File: src/sv/rpa_pkg.sv
// ----------------------------------------------------------------------------
// rpa_pkg: shared types and constants for the relay PID autotuner
// Configuration record, controller/datapath command and status groups,
// arithmetic sequence codes and fixed widths.
// ----------------------------------------------------------------------------
package rpa_pkg;

   // Fractional bits of the Q-format gains
   localparam int GAIN_FRAC_BITS = 16;

   localparam int TIME_W   = 27;   // millisecond accumulators
   localparam int AMP_W    = 22;   // amplitude accumulator, 1/16 degree
   localparam int CNT_W    = 7;    // measured period count
   localparam int GAIN_W   = 32;

   // Shared shift-add multiplier / restoring divider
   localparam int ACC_W     = 96;  // product and dividend width
   localparam int DVS_W     = 48;  // divisor width
   localparam int QUO_W     = 64;  // kept quotient bits
   localparam int MUL_STEPS = 32;  // one multiplier bit per cycle
   localparam int DIV_STEPS = ACC_W;
   localparam int ITER_W    = $clog2(DIV_STEPS);

   localparam logic [TIME_W-1:0] TIME_MAX = {TIME_W{1'b1}};
   localparam logic [AMP_W-1:0]  AMP_MAX  = {AMP_W{1'b1}};

   typedef enum logic [1:0] {
      PH_RAMP  = 2'd0,
      PH_CYCLE = 2'd1,
      PH_DONE  = 2'd2,
      PH_FAIL  = 2'd3
   } phase_type;

   // Gain computation sequence: multiplies on even codes, divides on odd
   typedef enum logic [2:0] {
      OP_MUL_NUM = 3'd0,
      OP_DIV_KP  = 3'd1,
      OP_MUL_GI  = 3'd2,
      OP_DIV_GI  = 3'd3,
      OP_MUL_GD  = 3'd4,
      OP_DIV_GD  = 3'd5
   } op_type;

   // Register index (byte address / 4)
   typedef enum logic [2:0] {
      REG_TARGET  = 3'd0,
      REG_HYST    = 3'd1,
      REG_POWER   = 3'd2,
      REG_CYCLES  = 3'd3,
      REG_METHOD  = 3'd4,
      REG_TIMEOUT = 3'd5
   } reg_type;

   typedef struct packed {
      logic [14:0] target;
      logic [9:0]  hyst;
      logic [7:0]  power;
      logic [6:0]  cycles;
      logic        method;
      logic [15:0] timeout;
   } cfg_type;

   typedef struct packed {
      logic   step;
      logic   fail;
      logic   load;
      logic   iter;
      logic   store;
      logic   emit;
      op_type op;
   } cmd_type;

   typedef struct packed {
      logic finish_needed;
      logic bad_avg;
      logic rsp_free;
   } status_type;

endpackage

File: src/sv/rpa_csr.sv
// ----------------------------------------------------------------------------
// rpa_csr: configuration registers
// APB-style write/read port holding the six tuning registers.
// ----------------------------------------------------------------------------
module rpa_csr import rpa_pkg::*; (
   input  logic        clock,
   input  logic        reset,
   input  logic        csr_psel,
   input  logic        csr_penable,
   input  logic        csr_pwrite,
   input  logic [4:0]  csr_paddr,
   input  logic [31:0] csr_pwdata,
   output logic [31:0] csr_prdata,
   output logic        csr_pready,
   output cfg_type     cfg
);

   cfg_type cfg_ff, cfg_in;
   reg_type idx;
   logic    wr_en;

   assign idx        = reg_type'(csr_paddr[4:2]);
   assign wr_en      = csr_psel && csr_penable && csr_pwrite;
   assign csr_pready = 1'b1;
   assign cfg        = cfg_ff;

   // write decode
   always_comb begin
      cfg_in = cfg_ff;
      if (wr_en) begin
         case (idx)
            REG_TARGET:  cfg_in.target  = csr_pwdata[14:0];
            REG_HYST:    cfg_in.hyst    = csr_pwdata[9:0];
            REG_POWER:   cfg_in.power   = csr_pwdata[7:0];
            REG_CYCLES:  cfg_in.cycles  = csr_pwdata[6:0];
            REG_METHOD:  cfg_in.method  = csr_pwdata[0];
            REG_TIMEOUT: cfg_in.timeout = csr_pwdata[15:0];
            default: ;
         endcase
      end
   end

   // read mux
   always_comb begin
      case (idx)
         REG_TARGET:  csr_prdata = {17'd0, cfg_ff.target};
         REG_HYST:    csr_prdata = {22'd0, cfg_ff.hyst};
         REG_POWER:   csr_prdata = {24'd0, cfg_ff.power};
         REG_CYCLES:  csr_prdata = {25'd0, cfg_ff.cycles};
         REG_METHOD:  csr_prdata = {31'd0, cfg_ff.method};
         REG_TIMEOUT: csr_prdata = {16'd0, cfg_ff.timeout};
         default:     csr_prdata = 32'd0;
      endcase
   end

   always_ff @(posedge clock) begin
      if (reset) begin
         cfg_ff.target  <= 15'd3200;
         cfg_ff.hyst    <= 10'd16;
         cfg_ff.power   <= 8'd255;
         cfg_ff.cycles  <= 7'd5;
         cfg_ff.method  <= 1'b0;
         cfg_ff.timeout <= 16'd600;
      end else begin
         cfg_ff <= cfg_in;
      end
   end

endmodule

File: src/sv/rpa_datapath.sv
// ----------------------------------------------------------------------------
// rpa_datapath: tuning state, relay step, gain arithmetic, result register
// Applies one sample per step command and runs the shared shift-add
// multiplier / restoring divider under controller command.
// ----------------------------------------------------------------------------
module rpa_datapath import rpa_pkg::*; (
   input  logic               clock,
   input  logic               reset,
   input  logic               in_load,
   input  logic               req_kind,
   input  logic signed [15:0] req_temperature,
   input  logic [15:0]        req_delta_ms,
   input  cfg_type            cfg,
   input  cmd_type            cmd,
   output status_type         status,
   input  logic               rsp_ready,
   output logic               rsp_valid,
   output logic [7:0]         rsp_drive,
   output logic [1:0]         rsp_run_status,
   output logic [31:0]        rsp_gain_p,
   output logic [31:0]        rsp_gain_i,
   output logic [31:0]        rsp_gain_d
);

   // latched transaction
   logic               kind_ff;
   logic signed [15:0] temp_ff;
   logic [15:0]        dms_ff;

   // tuning state
   phase_type          phase_ff, phase_in;
   logic               relay_ff, relay_in;
   logic [7:0]         cidx_ff, cidx_in;
   logic signed [15:0] crest_ff, crest_in, trough_ff, trough_in;
   logic [TIME_W-1:0]  elapsed_ff, elapsed_in, pstart_ff, pstart_in, ptot_ff, ptot_in;
   logic [AMP_W-1:0]   atot_ff, atot_in;
   logic [CNT_W-1:0]   mcnt_ff, mcnt_in;
   logic [GAIN_W-1:0]  gp_ff, gp_in, gi_ff, gi_in, gd_ff, gd_in;

   // arithmetic unit
   logic [ACC_W-1:0]   a_ff, a_in, prod_ff, prod_in, dvd_ff, dvd_in;
   logic [31:0]        b_ff, b_in;
   logic [DVS_W-1:0]   dvs_ff, dvs_in, rem_ff, rem_in;
   logic [QUO_W-1:0]   quo_ff, quo_in, kpw_ff, kpw_in;
   logic               ovf_ff, ovf_in;
   logic [GAIN_W-1:0]  gis_ff, gis_in;

   // result register
   logic               rv_ff, rv_in;
   logic [7:0]         rdrive_ff, rdrive_in;
   logic [1:0]         rstat_ff, rstat_in;
   logic [GAIN_W-1:0]  rgp_ff, rgp_in, rgi_ff, rgi_in, rgd_ff, rgd_in;

   // step terms
   logic signed [16:0]  upper, lower, temp_x, amp;
   logic signed [15:0]  crest_n, trough_n, tgt_s;
   logic [TIME_W:0]     el_sum, pt_sum;
   logic [TIME_W-1:0]   el, per;
   logic [25:0]         limit;
   logic [AMP_W:0]      at_sum;
   logic [15:0]         amp_c;
   logic                active;

   // operand terms
   logic [30:0]         kcp;
   logic [40:0]         den;
   logic [20:0]         mul_i;
   logic [31:0]         div_i;
   logic [19:0]         div_d;
   logic [31:0]         s1000, n16;
   logic [DVS_W:0]      rem_sh;
   logic                qb;
   logic [GAIN_W-1:0]   q_sat;

   assign active = (phase_ff == PH_RAMP) || (phase_ff == PH_CYCLE);
   assign tgt_s  = signed'({1'b0, cfg.target});
   assign upper  = signed'({2'b00, cfg.target}) + signed'({7'd0, cfg.hyst});
   assign lower  = signed'({2'b00, cfg.target}) - signed'({7'd0, cfg.hyst});
   assign temp_x = {temp_ff[15], temp_ff};
   assign el_sum = {1'b0, elapsed_ff} + {{(TIME_W-15){1'b0}}, dms_ff};
   assign el     = el_sum[TIME_W] ? TIME_MAX : el_sum[TIME_W-1:0];
   assign limit  = 26'({10'd0, cfg.timeout} * 26'd1000);
   assign crest_n  = (temp_ff > crest_ff) ? temp_ff : crest_ff;
   assign trough_n = (temp_ff < trough_ff) ? temp_ff : trough_ff;
   assign per    = el - pstart_ff;
   assign amp    = {crest_n[15], crest_n} - {trough_n[15], trough_n};
   assign amp_c  = amp[16] ? 16'd0 : amp[15:0];
   assign pt_sum = {1'b0, ptot_ff} + {1'b0, per};
   assign at_sum = {1'b0, atot_ff} + {{(AMP_W-15){1'b0}}, amp_c};

   // operands for the gain sequence
   assign kcp   = (cfg.method ? 31'd5760000 : 31'd7680000) * {23'd0, cfg.power};
   assign den   = {19'd0, atot_ff} * 41'd314159;
   assign mul_i = {14'd0, mcnt_ff} * (cfg.method ? 21'd10000 : 21'd2000);
   assign div_i = cfg.method ? ({5'd0, ptot_ff} * 32'd22) : {5'd0, ptot_ff};
   assign div_d = {13'd0, mcnt_ff} * (cfg.method ? 20'd6300 : 20'd8000);

   // average checks
   assign s1000 = {10'd0, atot_ff} * 32'd1000;
   assign n16   = {21'd0, mcnt_ff, 4'd0};
   assign status.finish_needed = !kind_ff && active && (mcnt_ff >= cfg.cycles);
   assign status.bad_avg = (mcnt_ff == '0) || (s1000 <= n16) ||
                           (ptot_ff <= {{(TIME_W-CNT_W){1'b0}}, mcnt_ff});
   assign status.rsp_free = !rv_ff || rsp_ready;

   // restoring divide step
   assign rem_sh = {rem_ff, dvd_ff[ACC_W-1]};
   assign qb     = rem_sh >= {1'b0, dvs_ff};
   assign q_sat  = (ovf_ff || (|quo_ff[QUO_W-1:GAIN_W])) ? '1 : quo_ff[GAIN_W-1:0];

   // tuning state update
   always_comb begin
      phase_in = phase_ff;   relay_in = relay_ff;   cidx_in = cidx_ff;
      crest_in = crest_ff;   trough_in = trough_ff; elapsed_in = elapsed_ff;
      pstart_in = pstart_ff; ptot_in = ptot_ff;     atot_in = atot_ff;
      mcnt_in = mcnt_ff;     gp_in = gp_ff;         gi_in = gi_ff;   gd_in = gd_ff;
      if (cmd.step) begin
         if (kind_ff) begin
            phase_in = PH_RAMP;   relay_in = 1'b1;  cidx_in = '0;
            crest_in = tgt_s;     trough_in = tgt_s;
            elapsed_in = '0;      pstart_in = '0;   ptot_in = '0;
            atot_in = '0;         mcnt_in = '0;
            gp_in = '0;           gi_in = '0;       gd_in = '0;
         end else if (active) begin
            elapsed_in = el;
            if ({1'b0, el} > {2'b00, limit}) begin
               phase_in = PH_FAIL;
            end else begin
               crest_in  = crest_n;
               trough_in = trough_n;
               if (relay_ff && (temp_x >= upper)) begin
                  relay_in = 1'b0;
                  if (phase_ff == PH_RAMP) begin
                     phase_in = PH_CYCLE;
                  end else begin
                     // one full period ends; the first is not measured
                     if (cidx_ff != 8'd0) begin
                        ptot_in = pt_sum[TIME_W] ? TIME_MAX : pt_sum[TIME_W-1:0];
                        atot_in = at_sum[AMP_W] ? AMP_MAX : at_sum[AMP_W-1:0];
                        mcnt_in = mcnt_ff + 1'b1;
                     end
                     if (cidx_ff != 8'hFF) begin
                        cidx_in = cidx_ff + 1'b1;
                     end
                  end
                  pstart_in = el;
                  trough_in = temp_ff;
               end else if (!relay_ff && (temp_x <= lower)) begin
                  relay_in = 1'b1;
                  crest_in = temp_ff;
               end
            end
         end
      end
      if (cmd.fail) begin
         phase_in = PH_FAIL;
      end
      if (cmd.store && (cmd.op == OP_DIV_GD)) begin
         gp_in    = (|kpw_ff[QUO_W-1:GAIN_W]) ? '1 : kpw_ff[GAIN_W-1:0];
         gi_in    = gis_ff;
         gd_in    = q_sat;
         phase_in = PH_DONE;
      end
   end

   // shared multiplier / divider
   always_comb begin
      a_in = a_ff;     b_in = b_ff;     prod_in = prod_ff;  dvd_in = dvd_ff;
      dvs_in = dvs_ff; rem_in = rem_ff; quo_in = quo_ff;    ovf_in = ovf_ff;
      kpw_in = kpw_ff; gis_in = gis_ff;
      if (cmd.load) begin
         rem_in = '0;
         quo_in = '0;
         ovf_in = 1'b0;
         case (cmd.op)
            OP_MUL_NUM: begin
               a_in = {{(ACC_W-31){1'b0}}, kcp};
               b_in = {25'd0, mcnt_ff};
               prod_in = '0;
            end
            OP_DIV_KP: begin
               dvd_in = prod_ff << GAIN_FRAC_BITS;
               dvs_in = {{(DVS_W-41){1'b0}}, den};
            end
            OP_MUL_GI: begin
               a_in = {{(ACC_W-QUO_W){1'b0}}, kpw_ff};
               b_in = {11'd0, mul_i};
               prod_in = '0;
            end
            OP_DIV_GI: begin
               dvd_in = prod_ff;
               dvs_in = {{(DVS_W-32){1'b0}}, div_i};
            end
            OP_MUL_GD: begin
               a_in = {{(ACC_W-QUO_W){1'b0}}, kpw_ff};
               b_in = {{(32-TIME_W){1'b0}}, ptot_ff};
               prod_in = '0;
            end
            OP_DIV_GD: begin
               dvd_in = prod_ff;
               dvs_in = {{(DVS_W-20){1'b0}}, div_d};
            end
            default: ;
         endcase
      end
      if (cmd.iter) begin
         if ((cmd.op == OP_MUL_NUM) || (cmd.op == OP_MUL_GI) || (cmd.op == OP_MUL_GD)) begin
            prod_in = prod_ff + (b_ff[0] ? a_ff : '0);
            a_in    = a_ff << 1;
            b_in    = b_ff >> 1;
         end else begin
            rem_in = qb ? DVS_W'(rem_sh - {1'b0, dvs_ff}) : rem_sh[DVS_W-1:0];
            dvd_in = dvd_ff << 1;
            quo_in = {quo_ff[QUO_W-2:0], qb};
            ovf_in = ovf_ff | quo_ff[QUO_W-1];
         end
      end
      if (cmd.store) begin
         case (cmd.op)
            OP_DIV_KP: kpw_in = quo_ff;
            OP_DIV_GI: gis_in = q_sat;
            default: ;
         endcase
      end
   end

   // result register
   always_comb begin
      rv_in = rv_ff;   rdrive_in = rdrive_ff; rstat_in = rstat_ff;
      rgp_in = rgp_ff; rgi_in = rgi_ff;       rgd_in = rgd_ff;
      if (cmd.emit) begin
         rv_in     = 1'b1;
         rdrive_in = (!kind_ff && relay_ff && active) ? cfg.power : 8'd0;
         rstat_in  = phase_ff;
         rgp_in    = gp_ff;
         rgi_in    = gi_ff;
         rgd_in    = gd_ff;
      end else if (rsp_ready) begin
         rv_in = 1'b0;
      end
   end

   assign rsp_valid      = rv_ff;
   assign rsp_drive      = rdrive_ff;
   assign rsp_run_status = rstat_ff;
   assign rsp_gain_p     = rgp_ff;
   assign rsp_gain_i     = rgi_ff;
   assign rsp_gain_d     = rgd_ff;

   // payload registers
   always_ff @(posedge clock) begin
      if (in_load) begin
         temp_ff <= req_temperature;
         dms_ff  <= req_delta_ms;
      end
      a_ff <= a_in;     b_ff <= b_in;     prod_ff <= prod_in; dvd_ff <= dvd_in;
      dvs_ff <= dvs_in; rem_ff <= rem_in; quo_ff <= quo_in;   ovf_ff <= ovf_in;
      kpw_ff <= kpw_in; gis_ff <= gis_in;
      rdrive_ff <= rdrive_in; rstat_ff <= rstat_in;
      rgp_ff <= rgp_in; rgi_ff <= rgi_in; rgd_ff <= rgd_in;
   end

   // control and tuning state
   always_ff @(posedge clock) begin
      if (reset) begin
         kind_ff <= 1'b0;
         phase_ff <= PH_RAMP;   relay_ff <= 1'b1;  cidx_ff <= '0;
         crest_ff <= 16'sd3200; trough_ff <= 16'sd3200;
         elapsed_ff <= '0;      pstart_ff <= '0;   ptot_ff <= '0;
         atot_ff <= '0;         mcnt_ff <= '0;
         gp_ff <= '0;           gi_ff <= '0;       gd_ff <= '0;
         rv_ff <= 1'b0;
      end else begin
         if (in_load) begin
            kind_ff <= req_kind;
         end
         phase_ff <= phase_in;     relay_ff <= relay_in;   cidx_ff <= cidx_in;
         crest_ff <= crest_in;     trough_ff <= trough_in;
         elapsed_ff <= elapsed_in; pstart_ff <= pstart_in; ptot_ff <= ptot_in;
         atot_ff <= atot_in;       mcnt_ff <= mcnt_in;
         gp_ff <= gp_in;           gi_ff <= gi_in;         gd_ff <= gd_in;
         rv_ff <= rv_in;
      end
   end

endmodule

File: src/sv/rpa_ctrl.sv
// ----------------------------------------------------------------------------
// rpa_ctrl: sequencing state machine
// Steps one transaction, then runs the six-operation gain sequence on the
// shared unit when enough periods are measured and their averages pass.
// ----------------------------------------------------------------------------
module rpa_ctrl import rpa_pkg::*; (
   input  logic       clock,
   input  logic       reset,
   input  logic       req_valid,
   output logic       req_ready,
   input  status_type status,
   output cmd_type    cmd
);

   typedef enum logic [7:0] {
      ST_IDLE  = 8'b0000_0001,
      ST_STEP  = 8'b0000_0010,
      ST_CHECK = 8'b0000_0100,
      ST_LOAD  = 8'b0000_1000,
      ST_MUL   = 8'b0001_0000,
      ST_DIV   = 8'b0010_0000,
      ST_STORE = 8'b0100_0000,
      ST_EMIT  = 8'b1000_0000
   } state_type;

   state_type         state_ff, state_in;
   op_type            op_ff, op_in;
   logic [ITER_W-1:0] cnt_ff, cnt_in;

   assign req_ready = (state_ff == ST_IDLE);

   always_comb begin
      state_in  = state_ff;
      op_in     = op_ff;
      cnt_in    = cnt_ff;
      cmd       = '0;
      cmd.op    = op_ff;
      case (state_ff)
         ST_IDLE: begin
            if (req_valid) begin
               state_in = ST_STEP;
            end
         end
         ST_STEP: begin
            cmd.step = 1'b1;
            state_in = ST_CHECK;
         end
         ST_CHECK: begin
            if (status.finish_needed && status.bad_avg) begin
               cmd.fail = 1'b1;
               state_in = ST_EMIT;
            end else if (status.finish_needed) begin
               op_in    = OP_MUL_NUM;
               state_in = ST_LOAD;
            end else begin
               state_in = ST_EMIT;
            end
         end
         ST_LOAD: begin
            cmd.load = 1'b1;
            cnt_in   = '0;
            if ((op_ff == OP_MUL_NUM) || (op_ff == OP_MUL_GI) || (op_ff == OP_MUL_GD)) begin
               state_in = ST_MUL;
            end else begin
               state_in = ST_DIV;
            end
         end
         ST_MUL: begin
            cmd.iter = 1'b1;
            cnt_in   = cnt_ff + 1'b1;
            if (cnt_ff == ITER_W'(MUL_STEPS - 1)) begin
               op_in    = op_type'(op_ff + 3'd1);
               state_in = ST_LOAD;
            end
         end
         ST_DIV: begin
            cmd.iter = 1'b1;
            cnt_in   = cnt_ff + 1'b1;
            if (cnt_ff == ITER_W'(DIV_STEPS - 1)) begin
               state_in = ST_STORE;
            end
         end
         ST_STORE: begin
            cmd.store = 1'b1;
            if (op_ff == OP_DIV_GD) begin
               state_in = ST_EMIT;
            end else begin
               op_in    = op_type'(op_ff + 3'd1);
               state_in = ST_LOAD;
            end
         end
         ST_EMIT: begin
            if (status.rsp_free) begin
               cmd.emit = 1'b1;
               state_in = ST_IDLE;
            end
         end
         default: state_in = ST_IDLE;
      endcase
   end

   always_ff @(posedge clock) begin
      if (reset) begin
         state_ff <= ST_IDLE;
         op_ff    <= OP_MUL_NUM;
         cnt_ff   <= '0;
      end else begin
         state_ff <= state_in;
         op_ff    <= op_in;
         cnt_ff   <= cnt_in;
      end
   end

   // an accepted transaction is always stepped next
   a_accept_step: assert property (@(posedge clock) disable iff (reset)
      (req_valid && req_ready) |=> (state_ff == ST_STEP))
      else $error("accepted transaction not stepped");

   // last divide store leads straight to the result
   a_last_store: assert property (@(posedge clock) disable iff (reset)
      (state_ff == ST_STORE && op_ff == OP_DIV_GD) |=> (state_ff == ST_EMIT))
      else $error("gain sequence did not end in emit");

   // no arithmetic when no finish is due
   a_no_finish: assert property (@(posedge clock) disable iff (reset)
      (state_ff == ST_CHECK && !status.finish_needed) |=> (state_ff == ST_EMIT))
      else $error("arithmetic started without finish");

   // emit only when the result register can take it
   a_emit_free: assert property (@(posedge clock) disable iff (reset)
      cmd.emit |-> status.rsp_free)
      else $error("result overwritten");

endmodule

File: src/sv/relay_pid_autotuner_core.sv
// ----------------------------------------------------------------------------
// relay_pid_autotuner_core: relay-feedback PID autotuner
// Relay control around a setpoint, period/amplitude measurement and
// Ziegler-Nichols / Tyreus-Luyben gain calculation in fixed point.
// ----------------------------------------------------------------------------
//  channel  direction  handshake              payload
//  req      in         req_valid/req_ready    kind, temperature, delta_ms
//  rsp      out        rsp_valid/rsp_ready    drive, run_status, gain_p/i/d
//  csr      in/out     psel/penable/pready    paddr, pwdata, prdata
//
//  A transaction passes the step, check and emit states when no gains are due.
//  The transaction that completes the measurement adds three multiplies and
//  three divides (one bit per cycle on the shared unit) via load/iterate states.
//  Reset is synchronous; state returns to the heating ramp with default
//  registers. One result may wait in the output register while the next
//  transaction is accepted and stepped.
// ----------------------------------------------------------------------------
module relay_pid_autotuner_core import rpa_pkg::*; (
   input  logic               clock,
   input  logic               reset,
   input  logic               req_valid,
   output logic               req_ready,
   input  logic               req_kind,
   input  logic signed [15:0] req_temperature,
   input  logic [15:0]        req_delta_ms,
   output logic               rsp_valid,
   input  logic               rsp_ready,
   output logic [7:0]         rsp_drive,
   output logic [1:0]         rsp_run_status,
   output logic [31:0]        rsp_gain_p,
   output logic [31:0]        rsp_gain_i,
   output logic [31:0]        rsp_gain_d,
   input  logic               csr_psel,
   input  logic               csr_penable,
   input  logic               csr_pwrite,
   input  logic [4:0]         csr_paddr,
   input  logic [31:0]        csr_pwdata,
   output logic [31:0]        csr_prdata,
   output logic               csr_pready
);

   cfg_type    cfg;
   cmd_type    cmd;
   status_type status;
   logic       in_load;

   assign in_load = req_valid && req_ready;

   rpa_csr u_csr (
      .clock       (clock),
      .reset       (reset),
      .csr_psel    (csr_psel),
      .csr_penable (csr_penable),
      .csr_pwrite  (csr_pwrite),
      .csr_paddr   (csr_paddr),
      .csr_pwdata  (csr_pwdata),
      .csr_prdata  (csr_prdata),
      .csr_pready  (csr_pready),
      .cfg         (cfg)
   );

   rpa_ctrl u_ctrl (
      .clock     (clock),
      .reset     (reset),
      .req_valid (req_valid),
      .req_ready (req_ready),
      .status    (status),
      .cmd       (cmd)
   );

   rpa_datapath u_dp (
      .clock           (clock),
      .reset           (reset),
      .in_load         (in_load),
      .req_kind        (req_kind),
      .req_temperature (req_temperature),
      .req_delta_ms    (req_delta_ms),
      .cfg             (cfg),
      .cmd             (cmd),
      .status          (status),
      .rsp_ready       (rsp_ready),
      .rsp_valid       (rsp_valid),
      .rsp_drive       (rsp_drive),
      .rsp_run_status  (rsp_run_status),
      .rsp_gain_p      (rsp_gain_p),
      .rsp_gain_i      (rsp_gain_i),
      .rsp_gain_d      (rsp_gain_d)
   );

endmodule

File: config.mk
export PLATFORM = sky130hd
export DESIGN_NAME = relay_pid_autotuner_core
export DESIGN_NICKNAME = d
export VERILOG_FILES = /design/src/sv/rpa_pkg.sv /design/src/sv/rpa_csr.sv /design/src/sv/rpa_datapath.sv /design/src/sv/rpa_ctrl.sv /design/src/sv/relay_pid_autotuner_core.sv
export SDC_FILE = /design/constraint.sdc
export NUM_CORES = 2
export LEC_CHECK = 0
export BUFFER_PORTS_ARGS = -buffer_cell sky130_fd_sc_hd__buf_2
export CELL_PAD_IN_SITES_DETAIL_PLACEMENT = 0
export CELL_PAD_IN_SITES_GLOBAL_PLACEMENT = 1
export CORE_ASPECT_RATIO = 0.75
export CORE_MARGIN = 2
export CORE_UTILIZATION = 45
export CTS_CLUSTER_DIAMETER = 100
export DETAILED_ROUTE_END_ITERATION = 10
export PLACE_DENSITY = 0.85
export SLEW_MARGIN = 20
export SYNTH_ARGS = -nofsm -noshare
export SYNTH_HDL_FRONTEND = slang
export SYNTH_SLANG_ARGS = --single-unit
File: constraint.sdc
create_clock -name clock -period 10.3 [get_ports clock]
set_input_delay 1.545 -clock clock [delete_from_list [all_inputs] [get_ports clock]]
set_output_delay 1.545 -clock clock [all_outputs]
set_load 0.01 [all_outputs]
==> flow_summary.toml <==
[sta]
setup_ws_ns = 1.20
setup_violations = 0
finalCriticalPeriod_ns = 9.10
rsz0062_at_grt = "no"
drv_slew = 0
max_freq_ghz = 0.110
fin_skew_ns = 0.0618
worst_pin_slew_ns = 1.17
slew_headroom = 0.217
hold_viol = 0
fin_setup_tns_ns = 0
fin_crit_sh = 0.884

[clock_tree]
cts_hold_buffers = 0
cts_sinks = 1034
postCtsSetupRepairBufs = 0
cts_buffer_depth = 3
clkLatencyLatePin_ns = 0.77
cts_tree = "built"
post_cts_resized = 0
root_buffer = "clkbuf_16"
cts_made_buffers = 104
cts.clk_slew.worst_paths_ns = 0.06
htreeDepth = 3

[critical_path]
start_kind = "flip-flop"
crit_top_cell = "o21ai_0"
cp-end-kind = "flip-flop"
critPathKind = "reg2reg"
worstPathArrival_ns = 9.69
cp_max_fo = 21
slowest_stage = "edfxtp_1"
critPathMaxStageDelay_ns = 0.55
reg2reg_slack_ns = 1.20
cp.required_ns = 10.88

[yosys]
ys_warn_count = 0
synth.avg_cell_area_um2 = 8.78
ys.flop_type = "dfxtp_1"
synthCells = 8806
ys_seq_elements = 1034
netlist_area_mm2 = 0.0773
synth_cell_types = 105
synth_seq_area_share = 0.303
synth_edf_count = 275
yosys-top-cells-count = "inv_1 (941), nand2_1 (892), ha_1 (832)"
synth.most_common_cell = "inv_1"
synth_area_leader_cell = "dfxtp_1"
yosysTopAreaCellShare = 0.197
async_flop_share = 0
synthTopCellsByArea = "dfxtp_1 (20%), ha_1 (13%), edfxtp_1 (11%)"

[grt]
overflow = 0
grt_start_max_net_pins = 97
antenna_found_initial = 0
grt_pass1_vias = 61100
grt_pass1_wl_um = 349000
grt.total_usage = 0.249

[detailed_routing]
route.detailed.drc = 0
drt_iter0_markers = 6193
vias = 63900
routed_via_density = 5.74
drtPass1Iterations = 11
final_antenna_net_count = 0
routedWlPerCell_um = 20.0
wirelength_um = 222000

[finish]
nets = 10100
num-fill-cells = 15900
drive_gt1_frac = 0.0619
area_growth_pct = 8.67
antenna_cells = 0
fin_area_mm2 = 0.0840

[power]
leakage_nw = 39.0
power_density_mw_per_mm2 = 125
vdd_ir_drop_max_v = 0.000138

[floorplanning]
die-area_mm2 = 0.175
core_mm2 = 0.170
fp.dieW_um = 483
initial_core_util = 0.454
die_height_um = 363
core.rowCount = 131
pin_count = 218

[placed_design]
port_buffers = 182
pre_cts_ws_ns = 1.38
placed_cell_area_mm2 = 0.0802
hpwl_um = 170000
gp_congestion = 0.930

[flow_run]
drv_cap = 0

[worst_hold_path]
min_path_type = "reg2reg"

[status]
status = "completed"
-- sequential cells by signal (all words and copies together) (netlist names), 41 cells and up --
| signal | cells |
|---|---|
| u_dp.dvs_ff | 41 |
| u_dp.prod_ff | 96 |
| u_csr.cfg | 57 |
| u_dp.rem_ff | 48 |
| u_dp.quo_ff | 64 |
| u_dp.kpw_ff | 64 |
| u_dp.dvd_ff | 96 |
| u_dp.a_ff | 96 |
-- path summary, 6_finish.rpt --
path                   start             endpoint  cells past startpoint
max          u_dp.temp_ff[1]     u_dp.atot_ff[19]                     40
min           u_dp.gd_ff[17]  u_dp.rsp_gain_d[17]                      0
max reg2reg  u_dp.temp_ff[1]     u_dp.atot_ff[19]                     40
min reg2reg   u_dp.gd_ff[17]  u_dp.rsp_gain_d[17]                      0
-- where the power goes --
group / switching, mW / leakage (nW) / internal [mW]
clock: 1.78 / 1.77 / 2.33
combinational: 1.26 / 28.3 / 0.816
sequential: 0.0850 / 8.91 / 4.24
-- through the flow --
stage	power, mW	std cells	utilization	hold WS [ns]
floorplan	5.88	8828	-	0.408
global placement	6.41	10900	0.471	0.414
detailed placement	6.45	10900	0.471	0.414
CTS	10.5	11100	0.493	0.420
global route	11.0	11100	0.493	0.434
finish	10.5	11100	0.493	0.427
-- logic make-up after synthesis --
| family | Yosys count | synth area share |
|---|---|---|
| and+or+nand+nor | 2522 | 0.151 |
| AOI/OAI and AO/OA | 2193 | 0.184 |
| buffers and inverters | 1358 | 0.0673 |
| adders and majority gates | 1241 | 0.241 |
| DFF | 1034 | 0.303 |
| xor gates and xnor gates | 360 | 0.0408 |
| muxes | 96 | 0.0133 |
| other | 2 | 0.0000972 |
-- critical path, delay by kind of cell, from the launching register on --
family                     cells  cell delay, ns
and+or+nand+nor                8            1.47
AOI/OAI and AO/OA             26            5.10
adders and majority gates      4            1.33
DFF                            1            0.55
buffers and inverters          2            0.46
-- cells in the final DEF, fill, tap and decap left out, types with 25 or more instances in the layout --
cell,synthesis,layout
and3_1,73,73
fa_1,409,409
dfxtp_1,759,756
nor4_1,49,48
o21bai_1,57,57
o31ai_1,39,38
o21ai_0,434,434
nand2_1,892,889
edfxtp_1,275,275
a222oi_1,81,81
clkbuf_16,0,109
xnor2_1,221,221
or3_1,28,28
inv_1,941,941
nand4_1,72,72
nor3_1,143,142
a22oi_1,127,127
or2_2,25,25
a21oi_1,684,682
a31oi_1,51,51
ha_1,832,832
a221oi_1,45,45
a21o_1,184,184
o22ai_1,49,49
nand2b_1,88,88
xor2_1,139,139
nand3_1,209,209
mux2i_1,59,59
nor2b_1,79,78
a211oi_1,52,52
buf_2,22,181
mux2_2,34,34
buf_4,18,67
a21boi_0,36,36
a211o_1,27,27
nor2_1,653,643
and2_1,137,136
a22o_1,50,50
o21a_1,74,73
-- cell type report --
type | instances | area, µm² | share of cell area
timing repair buffer | 256 | 1560 | 0.0185
clock buffer | 137 | 2930 | 0.0349
clock inverter | 60 | 751 | 0.00894
inverter | 943 | 3540 | 0.0421
tap | 2261 | 2830 | 0.0337
multi-input combinational | 6436 | 48900 | 0.582
sequential | 1034 | 23500 | 0.279
-- layer usage --
layer,vias to the layer above,part of all wire,GRT usage
li1,30600,-,-
met4,0,0.016,0.0464
met1,31000,0.49,0.389
met2,2147,0.41,0.357
met3,207,0.080,0.0420
met5,-,0,0
Note: power is estimated with default switching activity, not from simulation.
